--- config.mk ---
export PLATFORM = sky130hd
export DESIGN_NAME = mmfn_div
export DESIGN_NICKNAME = d
export VERILOG_FILES = /design/src/rtl/min_max_frame_normalizer_unit_assert.svh /design/src/rtl/mmfn_pkg.sv /design/src/rtl/mmfn_div.sv
export SDC_FILE = /design/constraint.sdc
export NUM_CORES = 1
export LEC_CHECK = 0
export BUFFER_PORTS_ARGS = -buffer_cell sky130_fd_sc_hd__buf_2
export CAP_MARGIN = 0
export CORE_MARGIN = 4
export CORE_UTILIZATION = 40
export DETAILED_ROUTE_END_ITERATION = 8
export PLACE_DENSITY_LB_ADDON = 0.05
export SLEW_MARGIN = 0
export SYNTH_ARGS = -nofsm -noshare
export SYNTH_HDL_FRONTEND = slang
export SYNTH_SLANG_ARGS = --single-unit
--- constraint.sdc ---
create_clock -name clk_i -period 4.1 [get_ports clk_i]
set_input_delay 0.41 -clock clk_i [delete_from_list [all_inputs] [get_ports clk_i]]
set_output_delay 0.41 -clock clk_i [all_outputs]
set_load 0.005 [all_outputs]
--- src/rtl/min_max_frame_normalizer_unit_assert.svh ---
// Assertion macros shared by the normalizer RTL.
`ifndef MIN_MAX_FRAME_NORMALIZER_UNIT_ASSERT_SVH
`define MIN_MAX_FRAME_NORMALIZER_UNIT_ASSERT_SVH

`ifndef NO_ASSERTIONS
// Clocked property, disabled while reset is active.
`define MMFN_ASSERT(lbl, clk, rstn, prop, msg) \
  lbl: assert property (@(posedge clk) disable iff (!(rstn)) (prop)) else $error(msg);
// Clocked property, checked during reset too.
`define MMFN_ASSERT_ALWAYS(lbl, clk, prop, msg) \
  lbl: assert property (@(posedge clk) (prop)) else $error(msg);
`else
`define MMFN_ASSERT(lbl, clk, rstn, prop, msg)
`define MMFN_ASSERT_ALWAYS(lbl, clk, prop, msg)
`endif

`endif

--- src/rtl/mmfn_pkg.sv ---
// Shared constants and types of the min-max frame normalizer.
package mmfn_pkg;

  localparam int unsigned NORM_BITS  = 17;
  localparam int unsigned QUOT_BITS  = 17;
  localparam int unsigned STEP_BITS  = $clog2(QUOT_BITS);
  localparam int unsigned NORM_BYTES = (NORM_BITS + 7) / 8;

  localparam logic [NORM_BITS-1:0] NORM_HALF = 17'd32768;
  localparam logic [NORM_BITS-1:0] NORM_ONE  = 17'd65536;

  typedef enum logic {
    OP_LOAD  = 1'b0,
    OP_DRAIN = 1'b1
  } opcode_e;

  typedef struct packed {
    logic busy;
    logic done;
  } div_status_t;

endpackage

--- src/rtl/mmfn_div.sv ---
// Radix-2 restoring divider: floor(offs * 2^16 / range), one quotient bit per cycle.
module mmfn_div #(
  parameter int unsigned SAMPLE_BITS = 16
) (
  input  logic                               clk_i,
  input  logic                               rst_ni,
  input  logic                               start_i,
  input  logic [SAMPLE_BITS-1:0]             offs_i,
  input  logic [SAMPLE_BITS-1:0]             range_i,
  output mmfn_pkg::div_status_t              status_o,
  output logic [mmfn_pkg::QUOT_BITS-1:0]     quot_o
);

  logic [SAMPLE_BITS-1:0]             rem_q, rem_d;
  logic [SAMPLE_BITS-1:0]             range_q;
  logic [mmfn_pkg::QUOT_BITS-1:0]     quot_q, quot_d;
  logic [mmfn_pkg::STEP_BITS-1:0]     step_q, step_d;
  logic                               busy_q, busy_d;
  logic                               done_q, done_d;
  logic [SAMPLE_BITS:0]               trial;
  logic                               fits;

  always_comb begin
    // First step compares offs itself; later steps shift the remainder first.
    if (step_q == '0) begin
      trial = {1'b0, rem_q};
    end else begin
      trial = {rem_q, 1'b0};
    end
    fits = (trial >= {1'b0, range_q});
  end

  always_comb begin
    rem_d  = rem_q;
    quot_d = quot_q;
    step_d = step_q;
    busy_d = busy_q;
    done_d = 1'b0;
    if (start_i) begin
      rem_d  = offs_i;
      quot_d = '0;
      step_d = '0;
      busy_d = 1'b1;
    end else if (busy_q) begin
      if (fits) begin
        rem_d = trial[SAMPLE_BITS-1:0] - range_q;
      end else begin
        rem_d = trial[SAMPLE_BITS-1:0];
      end
      quot_d = {quot_q[mmfn_pkg::QUOT_BITS-2:0], fits};
      if (step_q == mmfn_pkg::STEP_BITS'(mmfn_pkg::QUOT_BITS - 1)) begin
        busy_d = 1'b0;
        done_d = 1'b1;
      end else begin
        step_d = step_q + 1'b1;
      end
    end
  end

  always_ff @(posedge clk_i or negedge rst_ni) begin
    if (!rst_ni) begin
      busy_q <= 1'b0;
      done_q <= 1'b0;
      step_q <= '0;
    end else begin
      busy_q <= busy_d;
      done_q <= done_d;
      step_q <= step_d;
    end
  end

  always_ff @(posedge clk_i) begin
    rem_q  <= rem_d;
    quot_q <= quot_d;
    if (start_i) begin
      range_q <= range_i;
    end
  end

  assign status_o.busy = busy_q;
  assign status_o.done = done_q;
  assign quot_o        = quot_q;

endmodule
==> impl_metrics.prom, run 1 <==
# TYPE chip_impl_metric gauge
chip_impl_metric{name="fp.dieArea",unit="µm²"} 10120
chip_impl_metric{name="top_level_ports",unit=""} 54
chip_impl_metric{name="post_synth_mux_area_share",unit="%"} 9.562
chip_impl_info{name="most_used_dff_post_synth",value="edfxtp_1"} 1
chip_impl_metric{name="placement.io_buffers",unit=""} 53
chip_impl_info{name="mostFrequentLayoutCells",value="buf_2, nor2_1, nand2_1, edfxtp_1, a21oi_1"} 1
chip_impl_metric{name="finalCritPeriodShare",unit="%"} 93.17
chip_impl_info{name="grt_setup_unrepaired",value="false"} 1
chip_impl_metric{name="max_slew_margin_vs_limit",unit="%"} 54.59
chip_impl_metric{name="worst_slew_pin_slew",unit="ps"} 680.4
chip_impl_info{name="slowest_stage",value="or3_4"} 1
chip_impl_metric{name="vertical_extent_of_the_die",unit="µm"} 100.6
chip_impl_info{name="worst-setup-path-type",value="reg -> reg"} 1
chip_impl_metric{name="timing.final.crit_period",unit="ps"} 3820
chip_impl_metric{name="final-hold-violation-count",unit=""} 0
chip_impl_metric{name="path_clk_slew",unit="ps"} 110
chip_impl_metric{name="detail_route.drc_violations",unit=""} 0
chip_impl_info{name="cpMostUsedCell",value="ha_1"} 1
chip_impl_metric{name="drive_gt1_share",unit="%"} 22.98
chip_impl_metric{name="initialDrtViolationCount",unit=""} 123
chip_impl_info{name="worstSetupStartpointType",value="register"} 1
chip_impl_metric{name="synth_adder_area_share",unit="%"} 7.153
chip_impl_metric{name="synth_enable_flop_cells",unit=""} 32
chip_impl_metric{name="htree_levels",unit=""} 2
chip_impl_metric{name="cts-root-to-sink-buffers",unit=""} 2
chip_impl_info{name="yosysTopAreaCell",value="edfxtp_1"} 1
chip_impl_metric{name="slowest_delay",unit="ps"} 440
chip_impl_metric{name="final.setup_skew",unit="ps"} 5.166
chip_impl_metric{name="synth.yosys.warnings",unit=""} 0
chip_impl_metric{name="grt_first_pass_wirelength",unit="µm"} 13540
chip_impl_metric{name="fin_tns_setup",unit="ps"} 0
chip_impl_metric{name="peakVddDrop",unit="µV"} 237.9
chip_impl_metric{name="fillers",unit=""} 841
chip_impl_metric{name="final_antenna_net_count",unit=""} 0
chip_impl_metric{name="compound_gate_fraction_of_synth_area",unit="%"} 14.93
chip_impl_metric{name="grt_start_max_net_pins",unit=""} 39
chip_impl_metric{name="vias",unit=""} 2684
chip_impl_info{name="synthTopCellsByArea",value="edfxtp_1, dfxtp_1, ha_1, dfrtp_1, mux2i_1"} 1
chip_impl_metric{name="final_net_count",unit=""} 449
chip_impl_metric{name="asyncSetResetFlopFracSynth",unit="%"} 12.50
chip_impl_metric{name="critical_path_required",unit="ps"} 4180
chip_impl_metric{name="synth_seq_cells",unit=""} 56
chip_impl_metric{name="grt_overflow",unit=""} 0
chip_impl_metric{name="synth_sequential_area_ratio",unit="%"} 43.07
chip_impl_info{name="endpoint_kind",value="register"} 1
chip_impl_metric{name="maxClockFrequency",unit="GHz"} 0.2618
chip_impl_metric{name="power.leakage",unit="nW"} 1.776
chip_impl_info{name="worst_hold_path_type",value="in -> reg"} 1
chip_impl_metric{name="first_global_vias",unit=""} 2693
chip_impl_metric{name="post_synth_instance_area",unit="µm²"} 3428
chip_impl_metric{name="wire_per_inst",unit="µm"} 16.38
chip_impl_metric{name="vias_per_cell",unit=""} 5.357
chip_impl_metric{name="synth_top_cell_area_share",unit="%"} 28.03
chip_impl_metric{name="finish.instance_area",unit="µm²"} 3876
chip_impl_metric{name="detail_route.wirelength",unit="µm"} 8205
chip_impl_metric{name="worst-path-max-fanout",unit=""} 12
chip_impl_info{name="run_status",value="finished, final reports clean"} 1
chip_impl_metric{name="initial_antenna_violation_count",unit=""} 0
chip_impl_metric{name="synthCells",unit=""} 349
chip_impl_metric{name="finalWeightedCongestion",unit=""} 0.8620
chip_impl_metric{name="floorplan.initialDensity",unit="%"} 41.52
chip_impl_metric{name="area_growth_syn_to_layout",unit="%"} 13.07
chip_impl_info{name="cts_tree",value="done"} 1
chip_impl_metric{name="rows",unit=""} 33
chip_impl_metric{name="yosys.area_share.xor_xnor",unit="%"} 3.066
chip_impl_metric{name="postCtsSetupBuffers",unit=""} 0
chip_impl_metric{name="synthDistinctLibCells",unit=""} 59
chip_impl_metric{name="fp.dieW",unit="µm"} 100.6
chip_impl_metric{name="drv.max_cap_violation_count",unit=""} 0
chip_impl_metric{name="core_area",unit="µm²"} 8258
chip_impl_metric{name="first_pass_iters",unit=""} 5
chip_impl_metric{name="report.final.setup_viol",unit=""} 0
chip_impl_info{name="timing.critical_path.cells",value="inv_1 > ha_1 > nand2b_4 > or3_4 > mux2_2 > ha_1 > a21oi_1 > o21ai_0 > a221oi_2 > and4_2 > nor3_2 > a221o_1"} 1
chip_impl_metric{name="cp.arrival",unit="ps"} 3900
chip_impl_metric{name="clock_insertion_delay_worst_skew",unit="ps"} 320
chip_impl_metric{name="cts_made_buffers",unit=""} 5
chip_impl_metric{name="synth_simple_gate_area_share",unit="%"} 17.15
chip_impl_metric{name="clock_sinks",unit=""} 56
chip_impl_metric{name="synthesis.nets",unit=""} 403
chip_impl_metric{name="insertedDiodeCount",unit=""} 0
chip_impl_metric{name="synth.avg_cell_area",unit="µm²"} 9.823
chip_impl_metric{name="ff2ff_setup_slack",unit="ps"} 280
chip_impl_metric{name="track_usage",unit="%"} 16.70
chip_impl_info{name="synth_top_family_by_area",value="simple AND/OR/NAND/NOR gates"} 1
chip_impl_metric{name="slew_violations",unit=""} 0
chip_impl_info{name="clock-root-buffer",value="clkbuf_8"} 1
chip_impl_metric{name="place_hpwl",unit="µm"} 6110
chip_impl_metric{name="pwr_density_cell",unit="nW/µm²"} 694.4
chip_impl_metric{name="placed_area",unit="µm²"} 3771
chip_impl_info{name="most_common_cell_after_layout_fill_and_taps_aside",value="buf_2"} 1
## synth_stat cells (all sizes together) (3+ instances only)
cell type   n
dfrtp       7
a31oi       6
edfxtp     32
a21oi      23
mux2       14
inv        20
a221oi      3
a221o       7
buf        12
a21o        5
nand3       7
o21ai      13
dfxtp      17
nor3        7
nand2b      3
mux2i      17
nand2      32
nor2b       3
nor2       35
and2        3
ha         18
xnor2       6
clkbuf      9
or3         5
xor2        6
nand4      12
o211ai      4
## power breakdown
part           switching, mW  internal (mW)  leakage, nW
Combinational          0.923          0.647         1.17
Clock                  0.203          0.125       0.0452
Sequential            0.0604          0.733        0.556
Total                   1.19           1.51         1.78
## critical path, delay by kind of cell (launching register included)
kind,cells,cell delay (ps)
and+or+nand+nor,4,1020
DFF,1,410
muxes,1,320
AOI/OAI and AO/OA,4,1130
buffers and inverters,1,100
adders and majority gates,2,600
## stage by stage
stage          setup slack [ps]  hold WS (ps)  std cells  util, %  total power [mW]
2_1_floorplan             571.5         114.4        349        -             1.990
3_3_place_gp              375.8         249.9        492    45.67             2.366
3_5_place_dp              250.6         252.9        492    45.67             2.356
4_1_cts                   242.9         242.9        501    46.92             2.697
5_1_grt                   58.05         244.1        501    46.94             2.926
6_report                  280.2         254.6        501    46.94             2.692
## cells by family after synthesis
| logic type | Yosys count |
|---|---|
| AND/OR/NAND/NOR | 117 |
| flip-flops | 56 |
| AO/OA/AOI/OAI | 73 |
| multiplexers | 31 |
| adder cells (fa/ha/maj) | 19 |
| XOR/XNOR | 12 |
| buffers and inverters | 41 |
## worst paths after layout
check,cells past startpoint,from,end
min reg2reg,2,quot_o[16],quot_o[16]
min,1,range_i[3],range_q[3]
min in group asynchronous,2,rst_ni,done_q
max,12,step_q[0],rem_q[14]
max in group asynchronous,2,rst_ni,busy_q
max reg2reg,12,step_q[0],rem_q[14]
## sequential cells by signal, indices dropped and copies added, names as in the netlist
| signal | cells |
|---|---|
| step_q | 5 |
| quot_o | 17 |
| done_q | 1 |
| busy_q | 1 |
| range_q | 16 |
| rem_q | 16 |
## per-layer routing
layer  vias to the layer above  wire length [µm]  track usage (%)
met1                      1252              4000            24.15
li1                       1363                 -                -
met4                         0                77            3.731
met2                        64              3724            26.18
met3                         5               402            2.768
met5                         -                 0                0
## cell type report
class,count,area [µm²],share of cell area [%]
repair buffers,60,320.3,8.263
clock inverters,3,25.02,0.6456
clock buffers,5,68.82,1.775
inverters,20,75.07,1.937
well taps,105,131.4,3.389
multi-input cells,252,1779,45.90
flip-flops and latches,56,1476,38.09
## timing repair
action	4_1_cts	5_1_grt
setup endpoints to repair	0	6
resized for setup	0	1
hold endpoints to repair	7	0
hold buffers	1	0
(Power assumes the default switching activity.)
==> run 2: changes to the inputs <==
--- a/config.mk
+++ b/config.mk
@@ -5,6 +5,7 @@
 export SDC_FILE = /design/constraint.sdc
 export NUM_CORES = 1
 export LEC_CHECK = 0
+export ABC_AREA = 1
 export BUFFER_PORTS_ARGS = -buffer_cell sky130_fd_sc_hd__buf_2
 export CAP_MARGIN = 0
 export CORE_MARGIN = 4
==> impl_metrics.prom, run 2 <==
# TYPE chip_impl_metric gauge
chip_impl_info{name="clock-root-buffer",value="clkbuf_8"} 1
chip_impl_metric{name="first_global_vias",unit=""} 2859
chip_impl_metric{name="path_clk_slew",unit="ps"} 120
chip_impl_metric{name="finalCoreUtilization",unit="%"} 46.15
chip_impl_metric{name="cts_resized",unit=""} 0
chip_impl_metric{name="first_pass_iters",unit=""} 4
chip_impl_metric{name="asyncSetResetFlopFracSynth",unit="%"} 12.50
chip_impl_metric{name="slew_violations",unit=""} 0
chip_impl_metric{name="detail_route.drc_violations",unit=""} 0
chip_impl_metric{name="fp.dieW",unit="µm"} 102.8
chip_impl_metric{name="pwr_density_cell",unit="nW/µm²"} 608.6
chip_impl_metric{name="final_net_count",unit=""} 597
chip_impl_metric{name="hold-worst-slack",unit="ps"} 242.7
chip_impl_metric{name="top_level_ports",unit=""} 54
chip_impl_info{name="most_common_cell_after_layout_fill_and_taps_aside",value="nand2_1"} 1
chip_impl_metric{name="detail_route.wirelength",unit="µm"} 8784
chip_impl_metric{name="track_usage",unit="%"} 17.06
chip_impl_metric{name="initialDrtViolationCount",unit=""} 143
chip_impl_metric{name="wire_per_inst",unit="µm"} 13.47
chip_impl_metric{name="synthDistinctLibCells",unit=""} 34
chip_impl_metric{name="worst-path-max-fanout",unit=""} 31
chip_impl_metric{name="synth.avg_cell_area",unit="µm²"} 7.250
chip_impl_metric{name="power.combinational.fraction",unit="%"} 54.6
chip_impl_metric{name="vertical_extent_of_the_die",unit="µm"} 102.8
chip_impl_metric{name="area_growth_syn_to_layout",unit="%"} 11.93
chip_impl_metric{name="grt_overflow",unit=""} 0
chip_impl_metric{name="rows",unit=""} 34
chip_impl_info{name="run_status",value="finished, final reports clean"} 1
chip_impl_metric{name="finalWeightedCongestion",unit=""} 0.8907
chip_impl_metric{name="synth_sequential_area_ratio",unit="%"} 41.06
chip_impl_metric{name="post_synth_instance_area",unit="µm²"} 3596
chip_impl_metric{name="core_area",unit="µm²"} 8721
chip_impl_metric{name="worst_slew_pin_slew",unit="ps"} 738.0
chip_impl_info{name="synthTopCellsByArea",value="edfxtp_1, nand2_1, inv_1, dfxtp_1, nand3_1"} 1
chip_impl_metric{name="fp.dieArea",unit="µm²"} 10570
chip_impl_info{name="most_used_dff_post_synth",value="edfxtp_1"} 1
chip_impl_info{name="yosysTopAreaCell",value="edfxtp_1"} 1
chip_impl_metric{name="place_hpwl",unit="µm"} 6631
chip_impl_metric{name="vias_per_cell",unit=""} 4.762
chip_impl_metric{name="internal_power_contribution",unit="mW"} 1.312
chip_impl_info{name="mostFrequentLayoutCells",value="nand2_1, inv_1, buf_2"} 1
chip_impl_info{name="worstSetupStartpointType",value="register"} 1
chip_impl_metric{name="cp.arrival",unit="ps"} 3790
chip_impl_metric{name="final-hold-violation-count",unit=""} 0
chip_impl_metric{name="worst_r2r_path_depth",unit=""} 14
chip_impl_metric{name="critical_path_required",unit="ps"} 4300
chip_impl_metric{name="finalCritPeriodShare",unit="%"} 87.52
chip_impl_info{name="grt_setup_unrepaired",value="false"} 1
chip_impl_info{name="cts_tree",value="done"} 1
chip_impl_metric{name="cts-root-to-sink-buffers",unit=""} 2
chip_impl_metric{name="floorplan.initialDensity",unit="%"} 41.23
chip_impl_metric{name="grt_start_max_net_pins",unit=""} 35
chip_impl_metric{name="switching_share",unit="%"} 46.43
chip_impl_metric{name="final_antenna_net_count",unit=""} 0
chip_impl_metric{name="timing.final.crit_period",unit="ps"} 3588
chip_impl_metric{name="synth.yosys.warnings",unit=""} 0
chip_impl_metric{name="synth_enable_flop_cells",unit=""} 32
chip_impl_metric{name="clock_sinks",unit=""} 56
chip_impl_metric{name="synthCells",unit=""} 496
chip_impl_metric{name="clkPwrFrac",unit="%"} 13.8
chip_impl_metric{name="grt_first_pass_wirelength",unit="µm"} 13840
chip_impl_metric{name="power.leakage",unit="nW"} 2.130
chip_impl_metric{name="drv.max_cap_violation_count",unit=""} 0
chip_impl_info{name="worst-setup-path-type",value="reg -> reg"} 1
chip_impl_metric{name="synth_seq_cells",unit=""} 56
chip_impl_metric{name="fin_ws",unit="ps"} 511.7
chip_impl_metric{name="pre_cts_ws",unit="ps"} 579.8
chip_impl_metric{name="placement.io_buffers",unit=""} 53
chip_impl_metric{name="maxClockFrequency",unit="GHz"} 0.2787
chip_impl_metric{name="worst_hold_path.num_cells",unit=""} 1
chip_impl_info{name="endpoint_kind",value="register"} 1
chip_impl_info{name="worst_hold_path_type",value="in -> reg"} 1
chip_impl_metric{name="placed_area",unit="µm²"} 3920
chip_impl_metric{name="largest_register_ff_count",unit=""} 17
chip_impl_info{name="synth_top_cells_by_count",value="nand2_1, inv_1, nand3_1, edfxtp_1, o21ai_0"} 1
chip_impl_metric{name="peakVddDrop",unit="µV"} 202.6
chip_impl_metric{name="final.setup_skew",unit="ps"} 15.65
chip_impl_metric{name="synthesis.nets",unit=""} 550
chip_impl_metric{name="insertedDiodeCount",unit=""} 0
chip_impl_metric{name="cts_made_buffers",unit=""} 5
chip_impl_metric{name="postCtsSetupBuffers",unit=""} 0
chip_impl_info{name="synthMostInstantiatedCell",value="nand2_1"} 1
chip_impl_metric{name="clock_insertion_delay_worst_skew",unit="ps"} 330
chip_impl_metric{name="synth_top_cell_area_share",unit="%"} 26.72
chip_impl_metric{name="htree_levels",unit=""} 2
chip_impl_metric{name="fin_tns_setup",unit="ps"} 0
chip_impl_metric{name="power.net_switching",unit="mW"} 1.137
chip_impl_metric{name="max_slew_margin_vs_limit",unit="%"} 50.80
chip_impl_metric{name="vias",unit=""} 3105
chip_impl_metric{name="initial_antenna_violation_count",unit=""} 0
chip_impl_metric{name="report.final.setup_viol",unit=""} 0
chip_impl_metric{name="power.share.sequential",unit="%"} 31.5
chip_impl_metric{name="drive_gt1_share",unit="%"} 14.15
chip_impl_metric{name="finish.instance_area",unit="µm²"} 4025
==> run 2: cell count changes after synthesis, sizes merged, moves of 15 or more <==
cell | before | now
nand3 | 7 | 48
inv | 20 | 112
a21oi | 23 | 8
nand2 | 32 | 158
mux2i | 17 | 0
o22ai | 0 | 16
==> run 2: area by class of cell <==
cell class                 count  area [µm²]
sequential                    56        1476
multi-input combinational    313        1615
timing repair buffer          55       282.8
fill                         923        4696
clock buffer                   5       68.82
tap                          108       135.1
inverter                     112       420.4
clock inverter                 3       26.28
==> run 2: power by group through the flow <==
stage | logic, mW | clock network [mW] | registers, mW
after global placement | 1.33 | 0 | 0.786
after detailed placement | 1.33 | 0 | 0.785
after floorplan | 1.04 | 0 | 0.766
final | 1.34 | 0.339 | 0.773
after CTS | 1.34 | 0.356 | 0.773
after global routing | 1.53 | 0.375 | 0.783
==> run 2: through the flow <==
| step | power (mW) | instances |
|---|---|---|
| global route | 2.687 | 652 |
| detailed placement | 2.112 | 643 |
| global placement | 2.115 | 643 |
| CTS | 2.468 | 652 |
| floorplan | 1.805 | 496 |
| finish | 2.450 | 652 |
==> run 2: kinds of logic after synthesis <==
logic type	Yosys count	share of synthesized area [%]
AOI/OAI and AO/OA	46	7.377
xor gates and xnor gates	7	1.705
adders and majority gates	19	6.820
buffers and inverters	127	14.02
DFF	56	41.06
and+or+nand+nor	241	29.02
==> run 2: worst paths after layout <==
check,startpoint,end,slack (ps)
worst max-delay path,step_q[0],rem_q[14],510
worst min-delay path,range_i[8],range_q[8],240
worst max register to register,step_q[0],rem_q[14],510
worst min register to register,quot_o[16],quot_o[16],470
max in group asynchronous,rst_ni,step_q[4],3510
min in group asynchronous,rst_ni,step_q[2],440
==> run 2: critical path, cell delays in order, from the launching register on <==
cell     delay, ps
dfrtp_1        410
inv_1           90
ha_1           210
nand3_2        440
o21ai_0        570
ha_1           390
nand2_1        150
nor2_1         100
inv_1           70
nor2_2          50
a21oi_4        450
nand2_4        230
nand2_1        130
nand3_1         70
nand2_1         90
==> run 2: timing repair <==
action | CTS | global route
hold buffers | 1 | 0
hold endpoints to repair | 7 | 0
setup endpoints to repair | 0 | 0
==> run 2: metal layers <==
layer	up-vias	GRT usage [%]	share of wire [%]
li1	1643	-	-
met1	1396	23.33	48
met2	62	28.00	46
met3	4	3.451	4.9
met4	0	3.884	0.79
met5	-	0	0
